**src/sv/assert_macros.svh**
```systemverilog
// assertion macros shared by the search controller rtl
// expects clk_i and rst_ni in the scope where a macro is used
`ifndef ASSERT_MACROS_SVH
`define ASSERT_MACROS_SVH
// property checked on every clock edge outside reset
`define BGSM_ASSERT(lbl, prop, msg) \
  lbl: assert property (@(posedge clk_i) disable iff (!rst_ni) prop) else $error(msg);
// condition in one cycle implies a condition in the next
`define BGSM_ASSERT_NEXT(lbl, pre, post, msg) \
  lbl: assert property (@(posedge clk_i) disable iff (!rst_ni) (pre) |=> (post)) else $error(msg);
`endif

```
**src/sv/bgsm_pkg.sv**
```systemverilog
// types, codes and constants of the bracket and golden-section search controller
// no dependencies
package bgsm_pkg;

  localparam int unsigned MulW = 34;
  localparam int unsigned DivW = 64;
  localparam int unsigned DvsW = 34;

  typedef logic signed [MulW-1:0]   mul_op_t;
  typedef logic signed [2*MulW-1:0] wide_t;

  localparam logic [1:0] CMD_BRACKET = 2'd0;
  localparam logic [1:0] CMD_GOLDEN  = 2'd1;
  localparam logic [1:0] CMD_REPLY   = 2'd2;
  localparam logic [1:0] CMD_NONE    = 2'd3;

  localparam logic [1:0] KIND_PROBE   = 2'd0;
  localparam logic [1:0] KIND_BRACKET = 2'd1;
  localparam logic [1:0] KIND_MINIMUM = 2'd2;
  localparam logic [1:0] KIND_ERROR   = 2'd3;

  localparam mul_op_t GoldQ24   = 34'sd27146106;
  localparam mul_op_t RatioQ24  = 34'sd10368890;
  localparam mul_op_t CompQ24   = 34'sd6408326;
  localparam mul_op_t GrowLimit = 34'sd100;
  localparam logic [23:0] TolReset = 24'd168;
  localparam logic [32:0] WidthFloor = 33'd4;

  localparam wide_t SatMax = wide_t'(32'sh7fffffff);
  localparam wide_t SatMin = ~SatMax;
  localparam wide_t HalfQ24 = wide_t'(1) <<< 23;

  typedef struct packed {
    logic [1:0]         result_kind;
    logic signed [31:0] probe_point;
    logic signed [31:0] bracket_low;
    logic signed [31:0] bracket_mid;
    logic signed [31:0] bracket_high;
    logic signed [31:0] value_low;
    logic signed [31:0] value_mid;
    logic signed [31:0] value_high;
    logic signed [31:0] minimum_point;
    logic signed [31:0] minimum_value;
  } out_item_t;

  function automatic logic signed [31:0] sat32(input wide_t v);
    logic signed [31:0] r;
    if (v > SatMax) begin
      r = 32'sh7fffffff;
    end else if (v < SatMin) begin
      r = 32'sh80000000;
    end else begin
      r = v[31:0];
    end
    return r;
  endfunction

  function automatic wide_t ext(input logic signed [31:0] x);
    return wide_t'(x);
  endfunction

  function automatic wide_t rnd24(input wide_t v);
    return (v + HalfQ24) >>> 24;
  endfunction

endpackage

```
**src/sv/bgsm_mul.sv**
```systemverilog
// shared signed multiplier with registered product
// depends on bgsm_pkg
module bgsm_mul import bgsm_pkg::*; (
  input  logic    clk_i,
  input  mul_op_t a_i,
  input  mul_op_t b_i,
  output wide_t   p_o
);
  wide_t p_q;

  always_ff @(posedge clk_i) begin
    p_q <= a_i * b_i;
  end

  assign p_o = p_q;
endmodule

```
**config.mk**
```make
export PLATFORM = sky130hd
export DESIGN_NAME = bgsm_mul
export DESIGN_NICKNAME = d
export VERILOG_FILES = /design/src/sv/assert_macros.svh /design/src/sv/bgsm_pkg.sv /design/src/sv/bgsm_mul.sv
export SDC_FILE = /design/constraint.sdc
export NUM_CORES = 2
export LEC_CHECK = 0
export ABC_AREA = 1
export BUFFER_PORTS_ARGS = -buffer_cell sky130_fd_sc_hd__buf_2
export CAP_MARGIN = 15
export CORE_ASPECT_RATIO = 0.7
export CORE_MARGIN = 5
export CORE_UTILIZATION = 35
export CTS_CLUSTER_DIAMETER = 100
export CTS_CLUSTER_SIZE = 30
export DETAILED_ROUTE_END_ITERATION = 16
export SYNTH_ARGS = -nofsm -noshare
export SYNTH_HDL_FRONTEND = slang
export SYNTH_SLANG_ARGS = --single-unit
```
**constraint.sdc**
```tcl
create_clock -name clk_i -period 14.5 [get_ports clk_i]
set_input_delay 4.35 -clock clk_i [delete_from_list [all_inputs] [get_ports clk_i]]
set_output_delay 4.35 -clock clk_i [all_outputs]
set_load 0.01 [all_outputs]
```
==> results.toml <==
[floorplan]
io-pin-count = 137
core_mm2 = 0.131
initial_utilization_pct = 35.3
fp-row-count = 111
die_x_um = 444
die_area_mm2 = 0.140
die_h_um = 314

[grt]
grt_usage_pct = 21.2
grt_pass1_vias = 38300
overflow = 0
grt_pass1_wl_mm = 228
antenna_found_initial = 12
grt_max_degree = 36

[sta]
finalSetupTns_ps = 0
finalCritPeriodShare_pct = 83.3
slew_violations = 0
min_period_ps = 12080
hold_viol = 0
setup_violations = 0
tightestPinTransition_ps = 1190
maxSlewHeadroom_pct = 21.0
fmax_mhz = 82.8
rsz0062_at_grt = "no"

[drt]
drtAntennaViolNets = 0
dr.pass1.iters = 6
wl_per_cell_um = 18.8
routed_wl_mm = 144
route.detailed.drc = 0
viasPerCell = 4.61
num_vias = 35200
first_iter_violations = 2829

[clock_network]
cts_made_buffers = 9
cts_tree = "done"
h-tree-depth = 3
cts.sinks = 68
cts_root_buf = "clkbuf_16"
ctsHoldBuffers = 0
cts_buffer_depth = 2
cts.clk_slew.worst_paths_ps = 70
cts.repair.resized = 0
post-cts-setup-buffer-count = 0

[min_path]
hold_path_depth = 3
hp-class = "in2reg"

[yosys]
netlist-cell-type-count = 32
syn_inst = 5972
synth_commonest_cells = "inv_1 (2116), nand2_1 (1661), fa_1 (1241)"
synth_top_cell_area_share_pct = 53.7
synth_edf_count = 0
synth.largest_area_cell = "fa_1"
yosysWarningCount = 0
synth-seq-cells = 68
yosysSeqAreaShare_pct = 2.95
synth_most_common_cell = "inv_1"
ys_async_sr_fraction_pct = 0
synth_area_per_cell_um2 = 7.74
dominantRegCellSynth = "dfxtp_1"
synth_area_mm2 = 0.0462
synthTopCellsByArea = "fa_1 (54%), inv_1 (17%), nand2_1 (13%), ha_1 (5.5%), dfxtp_1 (2.9%)"
synth_fp_nets = 7486

[placed_design]
dpl.hpwl_mm = 119
numPortBuffers = 136
globalplace.congestion = 0.911

[cells_and_area]
multi_input_area_mm2 = 0.0359
register_area_mm2 = 0.00136
final_util_pct = 37.1
drive_gt1_share_pct = 4.21
nNetsFinal = 7397
nFillCells = 13700
largest_reg_flops = 68
syn2layout_area_growth_pct = 5.31

[setup_path]
crit_path_frequent_cell = "fa_1"
max_stage_delay_ps = 1330
arrival_ps = 12340
criticalPathCategory = "in2reg"
path_max_fanout = 34
crit_cells = 23
endpoint_kind = "flip-flop"
cp.required_ps = 14750
crit_chain = "buf_2 -> nand2_1 -> inv_1 -> fa_1 -> fa_1 -> fa_1 -> fa_1 -> inv_1 -> fa_1 -> fa_1 -> fa_1 -> fa_1 -> inv_1 -> ha_1 -> nand2_1 -> nor2_1 -> inv_1 -> nor3_2 -> nand2_1 -> nor3_1 -> nand2_1 -> nand3_1 -> nand2_1"
worst-path-buf-inv = 5
slowest_stage = "fa_1"
worst_setup_path_start_kind = "input port"
path_delay_family = "adder cells"

[job]
maxCapViolCount = 0

[status]
status = "completed"
[area by class of cell]
type / count / share of cell area [%]
antenna: 6 / 0.0308
clock buffer: 9 / 0.463
clock inverter: 7 / 0.203
inverter: 2119 / 16.3
multi-input combinational: 3514 / 73.7
sequential: 68 / 2.80
tap: 1751 / 4.50
timing repair buffer: 171 / 1.94
[layer usage]
metal	global-route usage, %	wire length [um]	vias up
met3	5.22	14000	158
met5	0	34	-
met1	30.6	65000	17800
met4	4.18	3060	6
li1	-	-	15800
met2	32.7	62000	1415
[stage by stage]
step	hold WS (ps)	instance area [um^2]	instances	setup slack [ps]
floorplan	4630	46200	5972	3330
global placement	4750	48300	7623	2190
detailed placement	4750	48300	7623	2060
CTS	4430	48700	7639	2440
global route	4420	48700	7644	1970
finish	4450	48700	7645	2420
[path summary, 6_finish.rpt]
check / from / endpoint / slack [ps]
worst max-delay path: a_i[33] / p_o[62]$_DFF_P_ / 2420
worst min-delay path: a_i[0] / p_o[0]$_DFF_P_ / 4450
[layout by cell type (no fill, tap or decap), types with 11 or more instances in the layout]
master,synthesis,final
buf_2,0,136
xor2_1,33,33
a21oi_1,59,59
buf_4,0,35
ha_1,204,204
nand2_1,1661,1661
fa_1,1241,1241
o21ai_0,18,18
nor2_1,115,115
o21bai_1,11,11
nand2_2,20,20
nand4_1,19,19
inv_1,2116,2116
nand3_1,70,70
nor3_1,15,15
dfxtp_1,68,68
[tightest hold or removal path, stage by stage]
cell,delay (ps)
buf_2,230
nand2_1,120
inv_1,40
[cells by family (layout without fill, tap and decap cells)]
logic type / after synthesis / count (layout) / synth area share [%]
AOI/OAI and AO/OA: 95 / 95 / 1.13
and+or+nand+nor: 1939 / 1939 / 16.6
adders and majority gates: 1445 / 1445 / 59.3
DFF: 68 / 68 / 2.95
xor gates and xnor gates: 35 / 35 / 0.663
other: 0 / 6 / 0
buffers and inverters: 2390 / 2306 / 19.4
Power is not shown: default switching activity piles up to over one toggle a cycle in this logic, so the estimate is an artifact.
