## src/sv/assert_macros.svh

```systemverilog
// assertion macros shared by the search controller rtl
// expects clk_i and rst_ni in the scope where a macro is used
`ifndef ASSERT_MACROS_SVH
`define ASSERT_MACROS_SVH
// property checked on every clock edge outside reset
`define BGSM_ASSERT(lbl, prop, msg) \
  lbl: assert property (@(posedge clk_i) disable iff (!rst_ni) prop) else $error(msg);
// condition in one cycle implies a condition in the next
`define BGSM_ASSERT_NEXT(lbl, pre, post, msg) \
  lbl: assert property (@(posedge clk_i) disable iff (!rst_ni) (pre) |=> (post)) else $error(msg);
`endif

```

## src/sv/bgsm_pkg.sv

```systemverilog
// types, codes and constants of the bracket and golden-section search controller
// no dependencies
package bgsm_pkg;

  localparam int unsigned MulW = 34;
  localparam int unsigned DivW = 64;
  localparam int unsigned DvsW = 34;

  typedef logic signed [MulW-1:0]   mul_op_t;
  typedef logic signed [2*MulW-1:0] wide_t;

  localparam logic [1:0] CMD_BRACKET = 2'd0;
  localparam logic [1:0] CMD_GOLDEN  = 2'd1;
  localparam logic [1:0] CMD_REPLY   = 2'd2;
  localparam logic [1:0] CMD_NONE    = 2'd3;

  localparam logic [1:0] KIND_PROBE   = 2'd0;
  localparam logic [1:0] KIND_BRACKET = 2'd1;
  localparam logic [1:0] KIND_MINIMUM = 2'd2;
  localparam logic [1:0] KIND_ERROR   = 2'd3;

  localparam mul_op_t GoldQ24   = 34'sd27146106;
  localparam mul_op_t RatioQ24  = 34'sd10368890;
  localparam mul_op_t CompQ24   = 34'sd6408326;
  localparam mul_op_t GrowLimit = 34'sd100;
  localparam logic [23:0] TolReset = 24'd168;
  localparam logic [32:0] WidthFloor = 33'd4;

  localparam wide_t SatMax = wide_t'(32'sh7fffffff);
  localparam wide_t SatMin = ~SatMax;
  localparam wide_t HalfQ24 = wide_t'(1) <<< 23;

  typedef struct packed {
    logic [1:0]         result_kind;
    logic signed [31:0] probe_point;
    logic signed [31:0] bracket_low;
    logic signed [31:0] bracket_mid;
    logic signed [31:0] bracket_high;
    logic signed [31:0] value_low;
    logic signed [31:0] value_mid;
    logic signed [31:0] value_high;
    logic signed [31:0] minimum_point;
    logic signed [31:0] minimum_value;
  } out_item_t;

  function automatic logic signed [31:0] sat32(input wide_t v);
    logic signed [31:0] r;
    if (v > SatMax) begin
      r = 32'sh7fffffff;
    end else if (v < SatMin) begin
      r = 32'sh80000000;
    end else begin
      r = v[31:0];
    end
    return r;
  endfunction

  function automatic wide_t ext(input logic signed [31:0] x);
    return wide_t'(x);
  endfunction

  function automatic wide_t rnd24(input wide_t v);
    return (v + HalfQ24) >>> 24;
  endfunction

endpackage

```

## src/sv/bgsm_div.sv

```systemverilog
// unsigned restoring divider, one quotient bit per cycle
// depends on bgsm_pkg
module bgsm_div import bgsm_pkg::*; (
  input  logic            clk_i,
  input  logic            rst_ni,
  input  logic            start_i,
  input  logic [DivW-1:0] dividend_i,
  input  logic [DvsW-1:0] divisor_i,
  output logic            busy_o,
  output logic [DivW-1:0] quotient_o
);
  localparam int unsigned CntW = $clog2(DivW + 1);

  logic [CntW-1:0] cnt_q;
  logic [DivW-1:0] quo_q;
  logic [DvsW-1:0] rem_q;
  logic [DvsW-1:0] dvs_q;
  logic [DvsW:0]   trial;

  assign trial = {rem_q, quo_q[DivW-1]} - {1'b0, dvs_q};

  always_ff @(posedge clk_i or negedge rst_ni) begin
    if (!rst_ni) begin
      cnt_q <= '0;
    end else if (start_i) begin
      cnt_q <= CntW'(DivW);
    end else if (cnt_q != '0) begin
      cnt_q <= cnt_q - 1'b1;
    end
  end

  always_ff @(posedge clk_i) begin
    if (start_i) begin
      quo_q <= dividend_i;
      rem_q <= '0;
      dvs_q <= divisor_i;
    end else if (cnt_q != '0) begin
      if (!trial[DvsW]) begin
        rem_q <= trial[DvsW-1:0];
        quo_q <= {quo_q[DivW-2:0], 1'b1};
      end else begin
        rem_q <= {rem_q[DvsW-2:0], quo_q[DivW-1]};
        quo_q <= {quo_q[DivW-2:0], 1'b0};
      end
    end
  end

  assign busy_o     = (cnt_q != '0);
  assign quotient_o = quo_q;
endmodule

```

## config.mk

```make
export PLATFORM = sky130hd
export DESIGN_NAME = bgsm_div
export DESIGN_NICKNAME = d
export VERILOG_FILES = /design/src/sv/assert_macros.svh /design/src/sv/bgsm_pkg.sv /design/src/sv/bgsm_div.sv
export SDC_FILE = /design/constraint.sdc
export NUM_CORES = 1
export LEC_CHECK = 0
export BUFFER_PORTS_ARGS = -buffer_cell sky130_fd_sc_hd__clkbuf_2
export CAP_MARGIN = 20
export CORE_MARGIN = 2
export CORE_UTILIZATION = 50
export DETAILED_ROUTE_END_ITERATION = 12
export GPL_TIMING_DRIVEN = 0
export PLACE_DENSITY = 0.77
export SLEW_MARGIN = 10
export SYNTH_ARGS = -nofsm -noshare
export SYNTH_HDL_FRONTEND = slang
export SYNTH_SLANG_ARGS = --single-unit
```

## constraint.sdc

```tcl
create_clock -name clk_i -period 3.27 [get_ports clk_i]
set_input_delay 0.327 -clock clk_i [delete_from_list [all_inputs] [get_ports clk_i]]
set_output_delay 0.327 -clock clk_i [all_outputs]
set_load 0.1 [all_outputs]
```

==> impl_results.md, run 1 <==
- Core Rows: 45
- Post-DP HPWL: 13.8 mm
- Hold Crit Class: input port to flop
- Post-placement cell count: 1048
- Crit Path Category: flop to flop
- Cell variety after synth: 71
- Starting density of the core: 50.8%
- Number of CTS-inserted buffers: 17
- Max Fclk: 321 MHz
- Port bufs: 165
- Fin crit period: 3.12 ns
- Setup TNS: 0 ns
- Startpoint types: flop
- # IOs: 166
- CP Capture Type: flop
- Asr flop ratio synth: 5.04%
- Post-route ant nets: 0
- Global route overflow: 0
- Fin crit share: 95.3%
- Grt met3 use: 7.97%
- Reported max-cap violation count: 0
- CP Max Fanout: 3
- Total Routing Usage GR: 23.7%
- N_diodes: 0
- Min Hold Slack: 0.0637 ns
- Nets@finish: 1024
- Synthesized flop and latch total: 139
- Post-synth top area share: 38.4%
- Vias per cell: 5.61
- Endpoints failing hold: 0
- WP data arrival: 3.47 ns
- Pre-antenna DRT Iters: 5
- Critical path's top delay family: compound AO/OA/AOI/OAI gates
- CTS tree: done
- Cell area after synthesis: 0.00767 mm2
- Core area: 0.0151 mm2
- Placer Congestion: 0.890
- Vias in the first global route: 5931
- EDFF count, synth: 98
- Most common cell after layout, fill and taps aside: clkbuf_2
- Max VDD drop: 0.610 mV
- Clk Latency, worst-skew pair: 0.44 ns
- Synth Net Count: 832
- Critical path, cell by cell: inv_1, ha_2, inv_1, fa_2, a21oi_2, o211ai_1, a22oi_2, o211ai_1, a221o_1, a311oi_2, xnor2_1, nand2_1, a211oi_2
- Slew Limit Headroom: 40.1%
- Commonest cells after routing, fill and taps aside: 165 x clkbuf_2, 98 x edfxtp_1, 72 x nand2_1, 63 x mux2_2, 51 x inv_1
- Drt drc: 0
- R2r startpoint: quotient_o[63]
- Root Buffer: clkbuf_16
- Die ar.: 0.0163 mm2
- Yosys top cell by area: edfxtp_1
- Fin cells: 1088
- Cells after Synth: 695
- Fin. max-slew vios: 0
- Leakage: 4.16 nW
- Slowest-stage cell, CP: a221o_1
- Final Setup Violations: 0
- Gr busiest metal: met2
- Via count: 6109
- Met1 GRT Util: 28.7%
- Routed length per instance: 17.4 um
- GR met2 Demand/Resource: 39.7%
- FILL cells: 1270
- Status: completed
- Critical Path RT: 3.62 ns
- Slew @ Worst Pin: 0.899 ns
- Clk_skew: 0.0110 ns
- DIE HEIGHT: 128 um
- CTS clk-pin slew, worst paths: 0.06 ns
- Layout area overhead: 23.7%
- Initial antenna violation count: 0
- CP Launch Point: quotient_o[63]
- Starting DRT DRC Count: 404
- CP max stage delay: 0.44 ns
- CTS Sinks: 139
- WP buf/inv: 2
- Synth Flop Type: edfxtp_1
- Hold_sp: divisor_i[29]
- Routed wire length: 19.0 mm
- Max Buffers Root-to-Sink: 2
- Synthesis Warnings: 0
- Die X: 128 um
- Layout cells sized above 1: 35.3%
- First-pass GRT wire length: 29.8 mm
- CTS HTree Levels: 4
- Sequential share of the synthesized area: 49.5%
- Largest net degree at the start of global routing: 65
- Power per cell area: 835 mW/mm2
- Area contributors post-synth: edfxtp_1 38%, mux2_2 9.3%, dfxtp_1 8.9%
- Mean Syn Cell Area: 11.0 um2
## worst paths after layout
check	end	slack, ns	depth (start not counted)
worst max-delay path	rem_q[28]	0.15	13
worst min-delay path	dvs_q[29]	0.06	1
worst max register to register	rem_q[28]	0.15	13
worst min register to register	cnt_q[6]	0.50	2
max in group asynchronous	cnt_q[6]	2.83	2
min in group asynchronous	cnt_q[4]	0.27	2
## cell usage after synthesis, types with 9 or more instances
| cell | number |
|---|---|
| mux2_2 | 63 |
| a21oi_1 | 43 |
| nor3_1 | 9 |
| a211oi_1 | 13 |
| nand2_1 | 74 |
| inv_1 | 51 |
| xor2_1 | 10 |
| dfxtp_1 | 34 |
| nor2_1 | 51 |
| o21ai_0 | 9 |
| a311oi_1 | 21 |
| clkbuf_1 | 17 |
| a21o_1 | 13 |
| nand3_1 | 10 |
| xnor2_1 | 21 |
| ha_1 | 35 |
| edfxtp_1 | 98 |
| nand4_1 | 9 |
## power breakdown
group          internal, mW  switching [mW]  leakage, nW
Combinational          1.07            2.45         2.51
Sequential             2.27           0.225         1.38
Clock                  1.08           0.840        0.275
## layout make-up
| type | count | area, um2 | area share, % |
|---|---|---|---|
| plain buffers | 38 | 307 | 3.23 |
| well taps | 188 | 235 | 2.48 |
| repair buffers | 173 | 888 | 9.36 |
| inverters | 52 | 195 | 2.06 |
| clock buffers | 18 | 429 | 4.52 |
| clock inverters | 14 | 148 | 1.56 |
| flip-flops and latches | 139 | 3800 | 40.0 |
| multi-input cells | 466 | 3490 | 36.8 |
## per-stage QoR
step           setup slack, ns  power (mW)  util, %  cell area (um2)
5_1_grt                -0.0250        8.29     62.9             9490
2_1_floorplan           0.0255        5.24        -             7680
4_1_cts                 0.0536        7.82     62.0             9350
3_5_place_dp           -0.0420        5.87     58.0             8750
3_3_place_gp             -1.30        5.83     58.0             8750
6_report                 0.154        7.92     62.9             9490
## routing by layer
layer / share of wire [%] / up-vias / routed length [um]
met1: 42 / 2926 / 7900
met5: 0 / - / 0
met2: 49 / 217 / 9330
met3: 7.5 / 28 / 1420
met4: 1.6 / 0 / 307
li1: - / 2938 / -
## registers in the layout (all words and copies together) (netlist names)
register	count
quotient_o	64
rem_q	34
dvs_q	34
cnt_q	7
## kinds of logic after synthesis
family	count (synthesis)	share of synthesized area, %
fa+ha+maj	36	5.97
mux	65	9.51
xor+xnor	32	3.75
buf+inv	90	6.30
simple gates	173	9.82
compound gates	160	15.1
flops	139	49.5
## repair_timing
action | in CTS | in global routing
pin swaps | 0 | 9
resized for setup | 4 | 18
hold endpoints to repair | 7 | 0
endpoints found under the setup margin | 21 | 34
hold buffers | 1 | 0
buffers inserted | 0 | 7
(Power assumes the default switching activity.)
==> run 2: changes to the inputs <==
--- a/config.mk
+++ b/config.mk
@@ -10,4 +10,5 @@
 export CORE_MARGIN = 2
 export CORE_UTILIZATION = 50
+export CTS_CLUSTER_SIZE = 25
 export DETAILED_ROUTE_END_ITERATION = 12
 export GPL_TIMING_DRIVEN = 0
==> constraint.sdc (replaced) <==
create_clock -name clk_i -period 3.27 [get_ports clk_i]
set_input_delay 0.4905 -clock clk_i [delete_from_list [all_inputs] [get_ports clk_i]]
set_output_delay 0.4905 -clock clk_i [all_outputs]
set_load 0.1 [all_outputs]
==> impl_results.md, run 2 (same netlist as run 1, synthesis figures left out) <==
- Root Buffer: clkbuf_16
- Most common cell after layout, fill and taps aside: clkbuf_2
- Core area: 0.0151 mm2
- Fin crit period: 3.12 ns
- Hold_sp: divisor_i[29]
- Commonest cells after routing, fill and taps aside: 165 x clkbuf_2, 98 x edfxtp_1, 72 x nand2_1, 63 x mux2_2, 51 x inv_1
- Number of cells on the worst hold path: 1
- Leakage: 4.17 nW
- Via count: 6082
- Vias in the first global route: 5931
- CTS clk-pin slew, worst paths: 0.06 ns
- R2r startpoint: quotient_o[63]
- Pre-CTS setup slack: -0.0420 ns
- Number of CTS-inserted buffers: 17
- Starting DRT DRC Count: 390
- Routed wire length: 18.9 mm
- Critical Path RT: 3.62 ns
- FF-to-FF End: rem_q[28]
- # IOs: 166
- Reported max-cap violation count: 0
- DIE HEIGHT: 128 um
- Status: completed
- Startpoint types: flop
- Core Rows: 45
- Largest net degree at the start of global routing: 65
- Hold EP: dvs_q[29]
- Routed length per instance: 17.4 um
- First-pass GRT wire length: 29.8 mm
- Fin crit share: 95.4%
- Largest register FFs: 64
- Clk_skew: 0.0115 ns
- Initial antenna violation count: 0
- Pre-antenna DRT Iters: 5
- Global route overflow: 0
- Vias per cell: 5.59
- Total Routing Usage GR: 23.7%
- Clk Latency, worst-skew pair: 0.44 ns
- Fin. max-slew vios: 0
- Drt drc: 0
- Final Setup Violations: 0
- Post-route ant nets: 0
- Layout area overhead: 23.9%
- Starting density of the core: 50.8%
- Port bufs: 165
- FF-to-FF setup slack: 0.15 ns
- FILL cells: 1267
- CP Capture Type: flop
- Post-DP HPWL: 13.8 mm
- Nets@finish: 1024
- Crit Path Category: flop to flop
- Power per cell area: 835 mW/mm2
- Layout cells sized above 1: 35.3%
- Max VDD drop: 0.611 mV
- Max Buffers Root-to-Sink: 2
- CP Max Fanout: 3
- Min setup slack post-route: 0.152 ns
- CTS HTree Levels: 4
- Worst Reg-to-Reg Cells: 13
- Hold Crit Class: input port to flop
- Post-layout util: 63.0%
- Max Fclk: 321 MHz
- Placer Congestion: 0.890
- Die ar.: 0.0163 mm2
- CTS Sinks: 139
- Endpoints failing hold: 0
- Die X: 128 um
- WP data arrival: 3.47 ns
- Slew Limit Headroom: 40.4%
- Slew @ Worst Pin: 0.894 ns
- CTS tree: done
- N_diodes: 0
run 2: changes by cell type in the layout (fill, tap and decap cells not counted):
| cell | delta |
|---|---|
| ha_1 | +1 |
| nand3_2 | +1 |
| nor3_2 | -1 |
| nor2_2 | -1 |
| nor3_4 | +1 |
| ha_2 | -1 |
| nand3_1 | -1 |
| nor2_4 | +1 |
run 2: worst max path at each step:
stage | slack, ns | endpoint | cells past startpoint | from
2_1_floorplan | 0.03 | rem_q[18] | 13 | quotient_o[63]
3_3_place_gp | -1.30 | quotient_o[53] | 5 | cnt_q[4]
3_5_place_dp | -0.04 | rem_q[22] | 14 | quotient_o[63]
4_1_cts | 0.01 | rem_q[3] | 14 | quotient_o[63]
5_1_grt | -0.03 | rem_q[28] | 13 | quotient_o[63]
6_report | 0.15 | rem_q[28] | 13 | quotient_o[63]
run 2: cell type report:
type | instances | area [um2] | area share (%)
tap | 188 | 235 | 2.48
sequential | 139 | 3800 | 40.0
inverter | 52 | 195 | 2.05
timing repair buffer | 173 | 888 | 9.35
clock inverter | 14 | 148 | 1.55
clock buffer | 18 | 429 | 4.52
buffer | 38 | 307 | 3.23
multi-input combinational | 466 | 3500 | 36.8
run 2: through the flow:
stage	hold slack, ns	std cells	setup TNS (ns)	instance area [um2]	total power [mW]
after global placement	0.337	1048	-83.03	8750	5.83
after floorplan	0.195	695	0	7680	5.24
after detailed placement	0.331	1048	-0.141	8750	5.87
after CTS	0.212	1081	0	9350	7.82
after global routing	0.211	1088	-0.108	9500	8.31
final	0.227	1088	0	9500	7.93
run 2: routing by layer:
layer | track usage (%) | routed length [um] | vias to the layer above
li1 | - | - | 2938
met1 | 28.7 | 7850 | 2918
met2 | 39.7 | 9360 | 202
met3 | 7.97 | 1420 | 24
met4 | 8.27 | 281 | 0
met5 | 0 | 0 | -
run 2: repair_timing:
action                                  in CTS  in global routing
pin swaps                                    0                  9
endpoints found under the setup margin      21                 35
setup buffers                                0                  7
hold buffers                                 1                  0
resized for setup                            3                 22
endpoints found under the hold margin        7                  0
run 2: worst max-delay path: stages (launching register included):
cell and delay (ns):
edfxtp_1 0.42, inv_1 0.08, ha_1 0.16, inv_1 0.06, fa_2 0.36, a21oi_2 0.17
o211ai_1 0.19, a22oi_2 0.28, o211ai_1 0.21, a221o_1 0.44, a311oi_2 0.26, xnor2_1 0.15
nand2_1 0.08, a211oi_2 0.16
run 2: report_power, final:
part / leakage, nW / internal, mW / total, mW / switching [mW]
registers: 1.38 / 2.27 / 2.49 / 0.229
clock network: 0.275 / 1.08 / 1.91 / 0.837
logic: 2.52 / 1.07 / 3.53 / 2.45
